### src/rtl/bfpm_pkg.sv
// Package for the prefix-match Bloom filter: MurmurHash3 constants,
// shared types and the front-to-back command struct. No dependencies.
`default_nettype none
package bfpm_pkg;

  localparam logic [31:0] MM_C1 = 32'hcc9e2d51;
  localparam logic [31:0] MM_C2 = 32'h1b873593;
  localparam logic [31:0] MM_N  = 32'he6546b64;
  localparam logic [31:0] MM_F1 = 32'h85ebca6b;
  localparam logic [31:0] MM_F2 = 32'hc2b2ae35;

  typedef enum logic {
    MODE_INSERT = 1'b0,
    MODE_QUERY  = 1'b1
  } mode_e;

  typedef enum logic [1:0] {
    BK_IDLE,
    BK_CLEAR,
    BK_RUN,
    BK_DONE
  } bk_state_e;

  typedef struct packed {
    mode_e       mode;
    logic [31:0] address;
    logic [5:0]  pfx_len;
  } cmd_t;

endpackage
`default_nettype wire

### src/rtl/bfpm_front.sv
// Front end: accepts items, drops invalid inserts, queues commands.
// Depends on bfpm_pkg.
`default_nettype none
module bfpm_front #(
  parameter int unsigned ADDRESS_BITS = 32
) (
  input  wire logic            clk_i,
  input  wire logic            rst_ni,
  input  wire logic            push_i,
  output      logic            full_o,
  input  wire logic            mode_i,
  input  wire logic [31:0]     address_i,
  input  wire logic [5:0]      pfx_len_i,
  output      logic            cmd_valid_o,
  input  wire logic            cmd_take_i,
  output      bfpm_pkg::cmd_t  cmd_o
);

  localparam int unsigned QDEPTH = 2;

  bfpm_pkg::cmd_t q_mem [QDEPTH];
  logic           wr_ptr_q, wr_ptr_d, rd_ptr_q, rd_ptr_d;
  logic [1:0]     cnt_q, cnt_d;
  logic           xfer, keep;
  logic [31:0]    amask;

  assign amask  = 32'hffffffff >> (6'd32 - 6'(ADDRESS_BITS));
  assign full_o = (cnt_q == 2'(QDEPTH));
  assign xfer   = push_i && !full_o;
  assign keep   = xfer && (bfpm_pkg::mode_e'(mode_i) == bfpm_pkg::MODE_QUERY ||
                  (pfx_len_i != 6'd0 && pfx_len_i <= 6'(ADDRESS_BITS)));
  assign cmd_valid_o = (cnt_q != 2'd0);
  assign cmd_o       = q_mem[rd_ptr_q];

  always_comb begin
    wr_ptr_d = keep ? ~wr_ptr_q : wr_ptr_q;
    rd_ptr_d = cmd_take_i ? ~rd_ptr_q : rd_ptr_q;
    cnt_d    = cnt_q + 2'(keep) - 2'(cmd_take_i);
  end

  always_ff @(posedge clk_i) begin
    if (keep) begin
      q_mem[wr_ptr_q] <= '{mode: bfpm_pkg::mode_e'(mode_i),
                           address: address_i & amask,
                           pfx_len: pfx_len_i};
    end
  end

  always_ff @(posedge clk_i or negedge rst_ni) begin
    if (!rst_ni) begin
      wr_ptr_q <= 1'b0;
      rd_ptr_q <= 1'b0;
      cnt_q    <= 2'd0;
    end else begin
      wr_ptr_q <= wr_ptr_d;
      rd_ptr_q <= rd_ptr_d;
      cnt_q    <= cnt_d;
    end
  end

endmodule
`default_nettype wire

### config.mk
export PLATFORM = sky130hd
export DESIGN_NAME = bfpm_front
export DESIGN_NICKNAME = d
export VERILOG_FILES = /design/src/rtl/bfpm_pkg.sv /design/src/rtl/bfpm_front.sv
export SDC_FILE = /design/constraint.sdc
export NUM_CORES = 1
export LEC_CHECK = 0
export BUFFER_PORTS_ARGS = -buffer_cell sky130_fd_sc_hd__buf_2
export CAP_MARGIN = 20
export CORE_MARGIN = 3
export CORE_UTILIZATION = 31
export DETAILED_ROUTE_END_ITERATION = 8
export HOLD_SLACK_MARGIN = 0.06
export MAX_ROUTING_LAYER = met4
export PLACE_DENSITY_LB_ADDON = 0.15
export SLEW_MARGIN = 20
export SYNTH_ARGS = -nofsm -noshare
export SYNTH_HDL_FRONTEND = slang
export SYNTH_SLANG_ARGS = --single-unit
### constraint.sdc
create_clock -name clk_i -period 3.5 [get_ports clk_i]
set_clock_uncertainty 0.05 [all_clocks]
set_input_delay 0.7 -clock clk_i [delete_from_list [all_inputs] [get_ports clk_i]]
set_output_delay 0.7 -clock clk_i [all_outputs]
set_load 0.01 [all_outputs]
==> results.md, run 1 <==
* Core outline area at 9371 um^2
* Wire length of the first global-routing pass at 8500 um
* FF-to-FF Start: cnt_q[1]$_DFF_PN0_
* Port Buffer Count at 83
* Rel. slew slack at 43.04%
* Post-layout nets at 284
* Post-synth net total at 190
* Die Y at 105.0 um
* Critical Path Fanout Max at 20
* Total congestion overflow at 0
* Termination of the worst setup path: cmd_o[16]
* HPWL after detailed placement at 3645 um
* Die outline area at 11,020 um^2
* Ratio of final minimum period to clock period at 74.55%
* Flip-flop and latch count after synthesis at 82
* Most common cell after layout, fill and taps aside: buf_2
* Switching share of power at 28.86%
* CTS H-Tree Depth at 3
* Layout cell share with drive strength beyond 1 at 58.20%
* Post-detailed-placement cell area at 3651 um^2
* Number of buffers added by the clock tree synthesis step at 9
* Worst-skew pair later-pin latency at 0.34 ns
* Cts repair resizes at 0
* Category of the most critical setup path: flip-flop to output pin
* Ports at 84
* Power density over cell area at 727.2 nW/um^2
* Number of fill cells at 915
* Post-route cell area at 3839 um^2
* Count of yosys warnings during synthesis at 0
* Share of the yosys chip area belonging to registers at 80.43%
* Deepest clock path buffer count at 2
* Net switching component of the power at 805.7 uW
* Clk root buf: clkbuf_8
* Total number of clock tree sinks at 82
* Maximum vdd drop at 0.3360 mV
* Last weighted congestion value of the routability-driven placer at 0.7072
* Syn Inst Count at 145
* Utilization after layout at 40.96%
* CP arrival at 1.86 ns
* Unrepaired setup endpoints after global routing: no
* Num rows at 35
* Min cycle time layout at 2.609 ns
* Req. time, crit path at 2.75 ns
* Number of failing setup endpoints in the final timing report at 0
* Final-report hold violation count at 0
* Avg WL per Cell at 14.67 um
* Antenna diodes at 0
* Count of nets left with antenna violations after detail routing at 0
* Comb pwr share at 28.4%
* Number of detailed-route iterations in the first pass at 4
* Total detailed-routing wirelength at 5472 um
* Die Width at 105.0 um
* Post-CTS setup buffers at 0
* Static power due to leakage at 1.417 nW
* Clock network fraction of total power at 23.2%
* Final total negative setup slack at 0 ns
* Crit path from: rd_ptr_q$_DFFE_PN0P_
* Launching element type of the critical path: flip-flop
* Count of pins over their slew limit at 0
* Final routed DRC violation total at 0
* Pre-CTS setup slack at 0.6123 ns
* Synthesized area divided by synthesized cell count at 20.94 um^2
* Number of antenna violations at the first check in global routing at 0
* Maximum number of pins on one net before global-route repair at 24
* Iteration-0 DRC Markers at 60
* Leading cell types in the layout, fill and taps excluded: buf_2, edfxtp_1, mux2_2, clkbuf_8
* Actual transition at the worst max-transition pin at 0.8517 ns
* Gr usage total at 10.51%
* Library cells used by synthesis at 17
* Area growth, synth to finish at 26.41%
* Initial Util at 32.40%
* Endpoint of the most critical register-to-register path: q_mem[0][34]$_DFFE_PP_
* Max frequency at 383.3 MHz
* Worst setup EP type: output pin
* Register-to-Register Setup Slack at 1.26 ns
* Design internal power at 1.986 mW
* Outcome: finished, final reports clean
* Clock-pin transition on the worst setup and hold timing paths at 0.08 ns
* Vias in the first global route at 1,691
* Post-synthesis instance area at 3037 um^2
* Hold-fix buffer count after cts at 0
* Routed via count at 1,604
* TritonCTS clock tree: yes
* Minimum setup slack in the final design at 0.8908 ns
* Total of max-cap violations at 0
* Share of power burned in registers at 48.4%
* Post-detailed-route via-to-cell ratio at 4.300
* Worst Reg-to-Reg Cells at 4
* Class of the tightest hold or removal check: input pin to asynchronous set/reset pin
routing by layer:
metal	up-vias	routed length [um]	GRT usage (%)
li1	749	-	-
met3	6	370	5.003
met5	-	0	-
met1	789	2475	12.35
met2	60	2567	16.27
met4	0	58	2.812
kinds of logic (layout without fill, tap and decap cells):
group	count (synthesis)	after routing	share of synthesized area, %
xor+xnor	4	4	1.154
simple gates	9	9	1.525
mux	40	40	14.79
flops	82	82	80.43
fa+ha+maj	2	2	0.8239
buf+inv	7	106	0.9886
compound gates	1	1	0.2885
cell type report:
type | instances | area [um^2] | area share, %
Clock buffer | 12 | 135.1 | 3.520
Clock inverter | 4 | 52.55 | 1.369
Timing Repair Buffer | 87 | 457.9 | 11.93
Tap cell | 129 | 161.4 | 4.205
Inverter | 3 | 11.26 | 0.2934
Multi-Input combinational cell | 56 | 576.8 | 15.03
Sequential cell | 82 | 2444 | 63.66
cells in the mapped netlist:
library cell / instances / area, um^2
clkbuf_1: 1 / 3.750
inv_1: 3 / 11.26
mux2i_1: 1 / 10.01
nand2_1: 1 / 3.750
o221ai_1: 1 / 8.760
buf_2: 3 / 15.01
or4_1: 1 / 7.510
dfrtp_1: 4 / 100.1
xnor2_1: 2 / 17.52
and2_1: 1 / 6.260
edfxtp_1: 78 / 2342
xor2_1: 2 / 17.52
nor2_1: 3 / 11.26
mux2_2: 39 / 439.2
or2b_1: 1 / 7.510
nor3_1: 2 / 10.01
ha_1: 2 / 25.02
how the worst min path moves through the flow:
| stage | start | endpoint | slack, ns | cells after the start |
|---|---|---|---|---|
| 4_1_cts | rst_ni | wr_ptr_q$_DFFE_PN0N_ | 0.07 | 1 |
| 5_1_grt | rst_ni | wr_ptr_q$_DFFE_PN0N_ | 0.06 | 1 |
| 3_3_place_gp | cnt_q[1]$_DFF_PN0_ | cnt_q[1]$_DFF_PN0_ | 0.41 | 1 |
| 6_report | rst_ni | wr_ptr_q$_DFFE_PN0N_ | 0.1 | 1 |
| 3_5_place_dp | cnt_q[1]$_DFF_PN0_ | cnt_q[1]$_DFF_PN0_ | 0.42 | 1 |
| 2_1_floorplan | rst_ni | cnt_q[0]$_DFF_PN0_ | 0.35 | 0 |
critical path: stages, from the launching register on:
cell and delay, ns:
dfrtp_2 0.69, buf_4 0.31, mux2_2 0.37, buf_2 0.14
power groups by stage:
stage | clock network (mW) | logic [mW] | registers [mW]
CTS | 0.671 | 0.815 | 1.36
global placement | 0 | 0.814 | 1.38
global route | 0.720 | 0.862 | 1.37
floorplan | 0 | 0.527 | 1.32
detailed placement | 0 | 0.808 | 1.38
finish | 0.646 | 0.793 | 1.35
sequential cells by signal (all words and copies together), names as in the netlist:
name and count:
rd_ptr_q 1, cnt_q 2, q_mem 78, wr_ptr_q 1
stage by stage:
stage          instances  hold WS [ns]  total power, mW
2_1_floorplan        145        0.3544            1.849
4_1_cts              373       0.07401            2.841
5_1_grt              373       0.06212            2.956
3_3_place_gp         357        0.4131            2.190
3_5_place_dp         357        0.4164            2.187
6_report             373       0.09727            2.791
Note: power is estimated with default switching activity, not from simulation.
==> run 2, diff against run 1 <==
- clock period: 3.5 -> 2.4 ns (I/O delays scaled with it)
==> run 2 against run 1 <==
Against the previous run:
- routed wire length grew 0.66%
- die area stayed put
- sequential share of layout area down 0.17 points
- sequential power rose by 41%
- largest cell class unchanged
- total power is 41% higher
- register-to-register slack worse by 0.70 ns
- flip-flop and latch count unchanged
- critical endpoint is now cmd_o[38]
- first-iteration DRC count increased by 6.7%
- critical path type unchanged
- cell area up 0.26%
- cell count is 0.27% higher
==> results.md, run 2 (synthesis results as in run 1) <==
* Maximum vdd drop at 0.4416 mV
* Flip-flop count of the largest register after layout at 78
* Routed via count at 1,571
* Power density over cell area at 1024 nW/um^2
* Outcome: finished, final reports clean
* Count of nets left with antenna violations after detail routing at 0
* Met2 wire length at 2737 um
* Critical Path Max Stage Delay at 0.39 ns
* Top metal layer carrying routed signals: met4
* Number of buffers added by the clock tree synthesis step at 9
* Leading cell types in the layout, fill and taps excluded: buf_2, edfxtp_1, mux2_2, clkbuf_8, clkinv_2
* Critical Path Fanout Max at 22
* Launching element type of the critical path: flip-flop
* Total design power at 3.942 mW
* CP arrival at 1.53 ns
* Static power due to leakage at 1.437 nW
* Num rows at 35
* Max frequency at 484.4 MHz
* Met1 layer wirelength in the final routing at 2384 um
* Final-report hold violation count at 0
* Avg WL per Cell at 14.73 um
* Number of antenna violations at the first check in global routing at 0
* Final total negative setup slack at 0 ns
* Number of detailed-route iterations in the first pass at 4
* Die Y at 105.0 um
* Most common cell after layout, fill and taps aside: buf_2
* Total number of clock tree sinks at 82
* Die outline area at 11,020 um^2
* Min cycle time layout at 2.064 ns
* CTS H-Tree Depth at 3
* Clock-pin transition on the worst setup and hold timing paths at 0.08 ns
* Register name with the most flops: q_mem
* Number of fill cells at 893
* Net switching component of the power at 1.150 mW
* Post-route worst hold slack at 0.2712 ns
* Comb pwr share at 31.6%
* Switching share of power at 29.16%
* Core outline area at 9371 um^2
* Layout cell share with drive strength beyond 1 at 58.78%
* Vias in the first global route at 1,716
* Number of failing setup endpoints in the final timing report at 0
* Category of the most critical setup path: flip-flop to output pin
* Gr usage total at 10.71%
* Met3 routed wirelength at 338 um
* Class of the tightest hold or removal check: input pin to flip-flop
* Total of max-cap violations at 0
* Antenna diodes at 0
* Req. time, crit path at 1.87 ns
* Ports at 84
* Count of pins over their slew limit at 0
* Port Buffer Count at 83
* Worst-path cell with the longest stage delay: mux2_2
* Post-layout nets at 287
* Cells along the critical path: buf_4 > mux2_2 > buf_2
* Final routed DRC violation total at 0
* Worst-skew pair later-pin latency at 0.34 ns
* HPWL after detailed placement at 3792 um
* Wire length of the first global-routing pass at 8638 um
* Ratio of final minimum period to clock period at 86.02%
* Biggest regs: q_mem: 78 flops, cnt_q: 2 flops
* Total detailed-routing wirelength at 5508 um
* Iteration-0 DRC Markers at 64
* Post-detailed-route via-to-cell ratio at 4.201
* Last weighted congestion value of the routability-driven placer at 0.7196
* Cts repair resizes at 0
* Unrepaired setup endpoints after global routing: no
* Worst setup EP type: output pin
* Initial Util at 32.40%
* Rel. slew slack at 67.88%
* Clock network fraction of total power at 20.1%
* Share of power burned in registers at 48.3%
* Maximum number of pins on one net before global-route repair at 33
* Deepest clock path buffer count at 2
* Design internal power at 2.792 mW
* Area growth, synth to finish at 26.74%
* Total congestion overflow at 0
* Clk root buf: clkbuf_8
* TritonCTS clock tree: yes
* Die Width at 105.0 um
* Actual transition at the worst max-transition pin at 0.4803 ns
-- run 2: cell types whose count changed in the layout (fill, tap and decap cells not counted) --
cell           delta
clkbuf_1          -3
clkinvlp_4        -3
bufinv_16         -1
clkinv_1          +1
clkinv_2          +4
buf_12            +2
dlygate4sd3_1     +1
-- run 2: stage by stage --
stage          std cells  area [um^2]  setup slack, ns  utilization (%)
6_report             374         3849           0.3355            41.07
5_1_grt              374         3849           0.2414            41.07
4_1_cts              374         3849           0.2625            41.07
3_5_place_dp         359         3691           0.1754            39.39
3_3_place_gp         359         3691           0.1721            39.39
2_1_floorplan        145         3049          0.07842                -
-- run 2: routing by layer --
layer	vias up	global-route usage (%)
met2	58	16.13
met1	750	12.93
met4	0	3.936
met5	-	-
li1	757	-
met3	6	4.447
-- run 2: power by group through the flow --
stage / registers [mW] / logic [mW] / clock network (mW)
floorplan: 1.93 / 0.774 / 0
global placement: 1.93 / 1.30 / 0
detailed placement: 1.94 / 1.28 / 0
CTS: 1.90 / 1.29 / 0.838
global route: 1.92 / 1.37 / 0.898
finish: 1.90 / 1.25 / 0.794
-- run 2: critical path, delay by kind of cell, from the launching register on --
kind	cells	cell delay [ns]
buf+inv	2	0.44
mux	1	0.39
flops	1	0.36
-- run 2: worst paths after layout --
| kind | endpoint | startpoint | cells after the start | slack, ns |
|---|---|---|---|---|
| setup / recovery | cmd_o[38] | rd_ptr_q$_DFFE_PN0P_ | 3 | 0.34 |
| hold / removal | q_mem[0][17]$_DFFE_PP_ | address_i[11] | 1 | 0.27 |
| setup reg to reg | q_mem[1][8]$_DFFE_PP_ | cnt_q[1]$_DFF_PN0_ | 5 | 0.56 |
| hold reg to reg | cnt_q[1]$_DFF_PN0_ | cnt_q[1]$_DFF_PN0_ | 1 | 0.43 |
| max in group asynchronous | rd_ptr_q$_DFFE_PN0P_ | rst_ni | 2 | 1.75 |
| min in group asynchronous | rd_ptr_q$_DFFE_PN0P_ | rst_ni | 2 | 0.42 |
-- run 2: timing repair --
action | 4_1_cts | 5_1_grt
hold buffers | 1 | 0
setup buffers | 0 | 0
hold endpoints to repair | 4 | 0
-- run 2: final cells by class --
class	count	area, um^2	share of cell area [%]
repair buffers	90	508.0	13.20
inverters	3	11.26	0.2926
clock buffers	9	123.9	3.218
flip-flops and latches	82	2444	63.49
multi-input cells	56	576.8	14.99
well taps	129	161.4	4.194
clock inverters	5	23.77	0.6177
==> run 3, diff against run 2 <==
- clock period: 2.4 -> 2.5 ns (I/O delays scaled with it)
==> run 3 against run 2 <==
Against the previous run:
- first-iteration DRC count shrank 9.4%
- routed wire length grew 1.3%
- hold slack gained 0.023 ns
- clock power shrank 1%
- combinational power shrank 6%
- die area is the same
- non-clock buffer count is the same
- flip-flop and latch count is the same
- register-to-register slack gained 0.18 ns
- critical path depth is the same
- cell area grew 0.29%
==> results.md, run 3 (synthesis results as in run 1) <==
* Core outline area at 9371 um^2
* Total detailed-routing wirelength at 5581 um
* Final-report hold violation count at 0
* Design internal power at 2.694 mW
* Comb pwr share at 30.7%
* Number of antenna violations at the first check in global routing at 0
* Count of pins over their slew limit at 0
* Gr usage total at 10.89%
* Outcome: finished, final reports clean
* Class of the tightest hold or removal check: input pin to flip-flop
* Post-layout nets at 287
* Vias in the first global route at 1,664
* Net switching component of the power at 1.126 mW
* Post-detailed-placement cell area at 3691 um^2
* HPWL after detailed placement at 3815 um
* Iteration-0 DRC Markers at 58
* CTS H-Tree Depth at 3
* Most common cell after layout, fill and taps aside: buf_2
* Clk root buf: clkbuf_8
* Leading cell types in the layout, fill and taps excluded: buf_2, edfxtp_1, mux2_2, clkbuf_8
* Biggest regs: q_mem: 78 flops, cnt_q: 2 flops
* Max frequency at 450.4 MHz
* Number of buffers added by the clock tree synthesis step at 9
* Power density over cell area at 989.7 nW/um^2
* Launching element type of the critical path: flip-flop
* Cts repair resizes at 0
* CP arrival at 1.67 ns
* Die Y at 105.0 um
* Static power due to leakage at 1.429 nW
* Critical Path Fanout Max at 30
* Req. time, crit path at 1.95 ns
* Number of fill cells at 907
* Die Width at 105.0 um
* Rel. slew slack at 74.23%
* Area growth, synth to finish at 27.11%
* Hold-fix buffer count after cts at 1
* Total of max-cap violations at 0
* Final routed DRC violation total at 0
* Share of power burned in registers at 48.8%
* Category of the most critical setup path: flip-flop to output pin
* Die outline area at 11,020 um^2
* Worst setup EP type: output pin
* Number of detailed-route iterations in the first pass at 3
* Post-route cell area at 3860 um^2
* Count of nets left with antenna violations after detail routing at 0
* Clock-pin transition on the worst setup and hold timing paths at 0.08 ns
* Avg WL per Cell at 14.88 um
* Wire length of the first global-routing pass at 8666 um
* Routed via count at 1,579
* Maximum vdd drop at 0.3811 mV
* Switching share of power at 29.48%
* Deepest clock path buffer count at 2
* Ports at 84
* Clock network fraction of total power at 20.5%
* Worst Reg-to-Reg Cells at 5
* Total number of clock tree sinks at 82
* Actual transition at the worst max-transition pin at 0.3866 ns
* TritonCTS clock tree: yes
* Total congestion overflow at 0
* Unrepaired setup endpoints after global routing: no
* Maximum number of pins on one net before global-route repair at 31
* Register name with the most flops: q_mem
* Worst-skew pair later-pin latency at 0.33 ns
* Layout cell share with drive strength beyond 1 at 58.54%
* Number of failing setup endpoints in the final timing report at 0
* Initial Util at 32.40%
* Antenna diodes at 0
* Post-detailed-route via-to-cell ratio at 4.211
* Last weighted congestion value of the routability-driven placer at 0.7054
* Flip-flop count of the largest register after layout at 78
* Post-CTS setup buffers at 0
* Total design power at 3.820 mW
* Min-Delay Path Depth at 1
* Ratio of final minimum period to clock period at 88.82%
* Num rows at 35
* Min cycle time layout at 2.220 ns
* Port Buffer Count at 83
-- run 3: changes by cell type in the layout (fill, tap and decap cells not counted), sizes merged --
cell,delta
clkinv,-2
clkinvlp,+3
-- run 3: cell type report --
type,count,area (um^2),share of cell area [%]
Tap cell,129,161.4,4.182
Clock buffer,9,123.9,3.209
Sequential cell,82,2444,63.31
Timing Repair Buffer,90,508.0,13.16
Inverter,3,11.26,0.2917
Clock inverter,6,35.03,0.9076
Multi-Input combinational cell,56,576.8,14.94
-- run 3: per-layer routing --
layer / GRT usage, % / vias to the layer above / routed length (um) / part of all wire [%]
li1: - / 755 / - / -
met1: 12.83 / 762 / 2479 / 44
met2: 16.59 / 54 / 2691 / 48
met3: 4.632 / 8 / 357 / 6.4
met4: 4.217 / 0 / 53 / 0.95
met5: - / - / 0 / 0
-- run 3: final timing paths --
| check | start | to | slack, ns |
|---|---|---|---|
| setup / recovery | rd_ptr_q$_DFFE_PN0P_ | cmd_o[20] | 0.28 |
| hold / removal | address_i[31] | q_mem[1][37]$_DFFE_PP_ | 0.29 |
| setup reg to reg | cnt_q[1]$_DFF_PN0_ | q_mem[1][20]$_DFFE_PP_ | 0.74 |
| hold reg to reg | cnt_q[1]$_DFF_PN0_ | cnt_q[1]$_DFF_PN0_ | 0.42 |
| max in group asynchronous | rst_ni | rd_ptr_q$_DFFE_PN0P_ | 1.83 |
| min in group asynchronous | rst_ni | rd_ptr_q$_DFFE_PN0P_ | 0.43 |
-- run 3: worst max-delay path, cell delays in order, from the launching register on --
cell,delay [ns]
dfrtp_2,0.55
buf_12,0.25
mux2_2,0.37
buf_2,0.14
-- run 3: power by group through the flow --
| stage | Clock, mW | Combinational, mW | Sequential, mW |
|---|---|---|---|
| finish | 0.783 | 1.17 | 1.86 |
| global route | 0.891 | 1.29 | 1.89 |
| CTS | 0.824 | 1.22 | 1.87 |
| detailed placement | 0 | 1.21 | 1.90 |
| global placement | 0 | 1.21 | 1.90 |
| floorplan | 0 | 0.742 | 1.85 |
-- run 3: stage by stage --
step                setup slack [ns]  instances  util (%)  hold slack, ns  TNS, ns
finish                        0.2795        375     41.19          0.2945        0
global placement              0.2954        359     39.39          0.2666        0
detailed placement            0.2992        359     39.39          0.2662        0
floorplan                   -0.01745        145         -          0.1544  -0.6804
CTS                           0.2071        375     41.19          0.2671        0
global route                  0.1748        375     41.19          0.2634        0
